==> src/rtl/cct_pkg.sv <==
// Shared types and constants for the client credit table.
`timescale 1ns / 1ps

package cct_pkg;

  localparam int TABLE_DEPTH = 128;
  localparam int GROUP_SIZE  = 16;
  localparam int NUM_GROUPS  = (TABLE_DEPTH + GROUP_SIZE - 1) / GROUP_SIZE;

  localparam logic [31:0] INIT_BALANCE_RESET = 32'd100;

  typedef enum logic [1:0] {
    ST_ACCEPTED     = 2'd0,
    ST_DUPLICATE    = 2'd1,
    ST_INSUFFICIENT = 2'd2,
    ST_FULL         = 2'd3
  } status_t;

  typedef struct packed {
    logic [31:0] client_address;
    logic [31:0] request_id;
    logic [31:0] amount;
  } in_item_t;

  typedef struct packed {
    status_t     status;
    logic [31:0] new_balance;
  } out_item_t;

  typedef struct packed {
    logic [31:0] last_request;
    logic [31:0] balance;
  } entry_t;

  typedef struct packed {
    logic        ins;
    logic        upd;
    logic [31:0] key;
    logic [31:0] last_request;
    logic [31:0] balance;
  } wr_cmd_t;

endpackage

==> src/rtl/cct_cell.sv <==
// One table entry: key, last request, balance and its compare against the query.
`timescale 1ns / 1ps

module cct_cell (
  input  logic             clk,
  input  logic             rst,
  input  logic [31:0]      query_key,
  input  cct_pkg::wr_cmd_t wr,
  input  logic             prev_valid,
  output logic             valid,
  output logic             hit,
  output cct_pkg::entry_t  entry
);

  logic [31:0]     key;
  cct_pkg::entry_t data;
  logic            take;

  // first free cell in the chain takes a new entry
  assign take  = wr.ins && !valid && prev_valid;
  assign entry = hit ? data : '0;

  always_ff @(posedge clk) begin
    if (rst) begin
      valid <= 1'b0;
      hit   <= 1'b0;
    end else begin
      if (take) begin
        valid <= 1'b1;
      end
      hit <= valid && (key == query_key);
    end
  end

  always_ff @(posedge clk) begin
    if (take) begin
      key               <= wr.key;
      data.last_request <= wr.last_request;
      data.balance      <= wr.balance;
    end else if (wr.upd && hit) begin
      data.last_request <= wr.last_request;
      data.balance      <= wr.balance;
    end
  end

endmodule

==> config.mk <==
export PLATFORM = sky130hd
export DESIGN_NAME = cct_cell
export DESIGN_NICKNAME = d
export VERILOG_FILES = /design/src/rtl/cct_pkg.sv /design/src/rtl/cct_cell.sv
export SDC_FILE = /design/constraint.sdc
export NUM_CORES = 1
export LEC_CHECK = 0
export BUFFER_PORTS_ARGS = -buffer_cell sky130_fd_sc_hd__buf_4
export CORE_MARGIN = 5
export CORE_UTILIZATION = 40
export CTS_CLUSTER_DIAMETER = 150
export DETAILED_ROUTE_END_ITERATION = 6
export GPL_TIMING_DRIVEN = 0
export PLACE_DENSITY = 0.86
export SLEW_MARGIN = 20
export SYNTH_ARGS = -nofsm -noshare
export SYNTH_HDL_FRONTEND = slang
export SYNTH_SLANG_ARGS = --single-unit
==> constraint.sdc <==
create_clock -name clk -period 3.4 [get_ports clk]
set_input_delay 0.34 -clock clk [delete_from_list [all_inputs] [get_ports clk]]
set_output_delay 0.34 -clock clk [all_outputs]
set_load 0.02 [all_outputs]
==> out/metrics.csv <==
stage,metric,value,unit
run_status,status,"complete, no violations",
detailed_routing,drtIter0Drc,87,
setup_path,crit_slowest_cell,nor2_4,
synth,ys_warn_count,0,
cells_and_area,layout_commonest_cell,buf_4,
cells_and_area,n_antenna_cell,0,
sta,period_minus_slack,2.209,ns
setup_path,r2r-end,data[6],
detailed_routing,num_vias,2402,
cells_and_area,n_fill_cell,708,
clocking,cts_sinks,98,
global_routing,grt_usage,0.1485,
sta,hold_viol,0,
sta,rsz0062_at_grt,false,
setup_path,reg2reg_depth,2,
die,start_util,0.4078,
setup_path,worstSetupStartpoint,valid,
global_routing,antenna_found_initial,0,
setup_path,r2r_slack,1.19,ns
clocking,htree_num_levels,3,
sta,fmax,0.4527,GHz
synth,ys_types,15,
synth,ys_seq_area_frac,0.7831,
setup_path,crit_path_start_kind,flop,
clocking,post_cts_buffers,0,
clocking,cts_resized,0,
clocking,worstSkewPairLatency,0.35,ns
job,maxCapViolCount,0,
clocking,cts_made_buffers,9,
die,die_x,106.6,um
sta,final_max_slew_viol_count,0,
clocking,cts-root-buf,clkbuf_8,
cells_and_area,num-nets-final,560,
sta,setup_tns,0,ns
clocking,cts.clk_slew.worst_paths,0.10,ns
die,dieArea,11360,sq um
setup_path,critPathMaxFanout,64,
synth,syn_area,3732,sq um
setup_path,cp-end-kind,flop,
setup_path,worstReg2RegStart,valid,
placed_design,io_buffers,198,
pwr,p_leak,2.348,nW
sta,maxSlewHeadroom,0.3906,
sta,setup_viol,0,
synth,syn_nets,351,
setup_path,max_stage_delay,0.73,ns
cells_and_area,drive_above_1_share,0.4977,
synth,synth-seq-cells,98,
sta,min_period_over_period,0.6498,
global_routing,grt_pass1_wl,12.94,mm
setup_path,worstPathArrival,2.19,ns
die,dieHeight,106.6,um
clocking,cts_hold_buf,0,
detailed_routing,wl_per_cell,15.83,um
global_routing,grt_max_degree,65,
min_path,min_from,rst,
clocking,ctsLongestPathBuffers,2,
min_path,min_path_type,input port to flop,
die,core,9153,sq um
global_routing,overflow,0,
setup_path,worstSetupPathType,flop to flop,
min_path,hold_end,valid,
global_routing,first_global_vias,2551,
pwr,p_per_area,415.4,nW/um^2
setup_path,worstPathRequired,3.38,ns
placed_design,routabilityCongestion,0.6931,
synth,avgSynthCellArea,17.12,sq um
cells_and_area,final_cell_mix,"buf_4, edfxtp_1, and2_1, xor2_1, clkbuf_8",
sta,tightest_slew,0.9120,ns
setup_path,worstPathCellList,nor2_4 > a21o_4,
detailed_routing,drc_errors,0,
placed_design,place_hpwl,6.611,mm
die,row_count,35,
detailed_routing,routed_wirelength,8.593,mm
detailed_routing,ant_nets,0,
synth,syn_inst,218,
pwr,vdd_drop_max,0.0003079,V
sta,fin_worst_skew,0.01608,ns
cells_and_area,area_growth_syn_to_layout,49.15,%
clocking,cts_tree,built,
cells_and_area,final_util,0.6082,
die,ioPinCount,199,
detailed_routing,drt_pre_antenna_iters,4,
detailed_routing,vias_per_cell,4.424,
min_path,holdPathStages,2,
-- metrics by stage --
| stage | worst slack (ns) | hold WS, ns | area (sq um) | total power [W] | instances |
|---|---|---|---|---|---|
| finish | 1.191 | 0.1448 | 5567 | 0.002312 | 543 |
| global placement | -0.4757 | 0.5125 | 5360 | 0.001596 | 527 |
| global route | 0.9687 | 0.1182 | 5567 | 0.002412 | 543 |
| CTS | 1.081 | 0.1292 | 5567 | 0.002335 | 543 |
| floorplan | 0.2777 | 0.4124 | 3735 | 0.001470 | 218 |
| detailed placement | 1.066 | 0.5186 | 5373 | 0.001606 | 527 |
-- worst max-delay path, delay by kind of cell (launching register included) --
| kind | cells | cell delay (ns) |
|---|---|---|
| compound gates | 1 | 0.65 |
| flops | 1 | 0.37 |
| simple gates | 1 | 0.73 |
-- Yosys cell counts --
cell type | number | area share
nor2_1 | 2 | 0.0020
nand3_1 | 1 | 0.0013
nand2_1 | 1 | 0.0010
nor3_2 | 1 | 0.0027
edfxtp_1 | 96 | 0.77
nor3b_1 | 1 | 0.0020
xor2_1 | 29 | 0.068
dfxtp_1 | 2 | 0.011
nand4_1 | 2 | 0.0034
a21o_1 | 1 | 0.0020
nor4_1 | 7 | 0.012
and2_1 | 64 | 0.11
a21oi_1 | 1 | 0.0013
clkbuf_1 | 7 | 0.0070
xnor2_1 | 3 | 0.0070
-- power by group --
part | total (W) | internal [W] | switching (W)
logic | 0.000175 | 0.000113 | 0.0000614
registers | 0.00140 | 0.00139 | 0.0000138
clock network | 0.000737 | 0.000338 | 0.000399
total | 0.00231 | 0.00184 | 0.000474
-- area by class of cell --
type / instances / area (sq um) / share of cell area
clock buffer: 9 / 123.9 / 0.02225
timing repair buffer: 198 / 1486 / 0.2670
tap: 111 / 138.9 / 0.02495
clock inverter: 7 / 70.07 / 0.01259
multi-input combinational: 113 / 798.3 / 0.1434
buffer: 7 / 26.28 / 0.004720
sequential: 98 / 2923 / 0.5251
-- logic make-up (layout without fill, tap and decap cells) --
logic type / Yosys count / after routing / share of synthesized area
buffers and inverters: 7 / 221 / 0.007041
XOR/XNOR: 32 / 32 / 0.07509
AO/OA/AOI/OAI: 2 / 2 / 0.003352
flip-flops: 98 / 98 / 0.7831
AND/OR/NAND/NOR: 79 / 79 / 0.1314
-- worst max-delay path by stage --
stage | depth (start not counted) | slack (ns) | endpoint
4_1_cts | 3 | 1.08 | data[63]
5_1_grt | 3 | 0.97 | data[9]
2_1_floorplan | 2 | 0.28 | data[0]
6_report | 2 | 1.19 | data[6]
3_5_place_dp | 4 | 1.07 | data[40]
3_3_place_gp | 4 | -0.48 | data[19]
-- registers in the layout, indices dropped and copies added, names as in the netlist --
| name | cells |
|---|---|
| data | 64 |
| key | 32 |
| hit | 1 |
| valid | 1 |
-- routing by layer --
metal | share of wire | track usage | up-vias
met1 | 0.37 | 0.1655 | 1094
li1 | - | - | 1190
met5 | 0 | 0 | -
met3 | 0.092 | 0.05719 | 12
met4 | 0.016 | 0.04110 | 0
met2 | 0.52 | 0.2644 | 106
(Power assumes the default switching activity.)
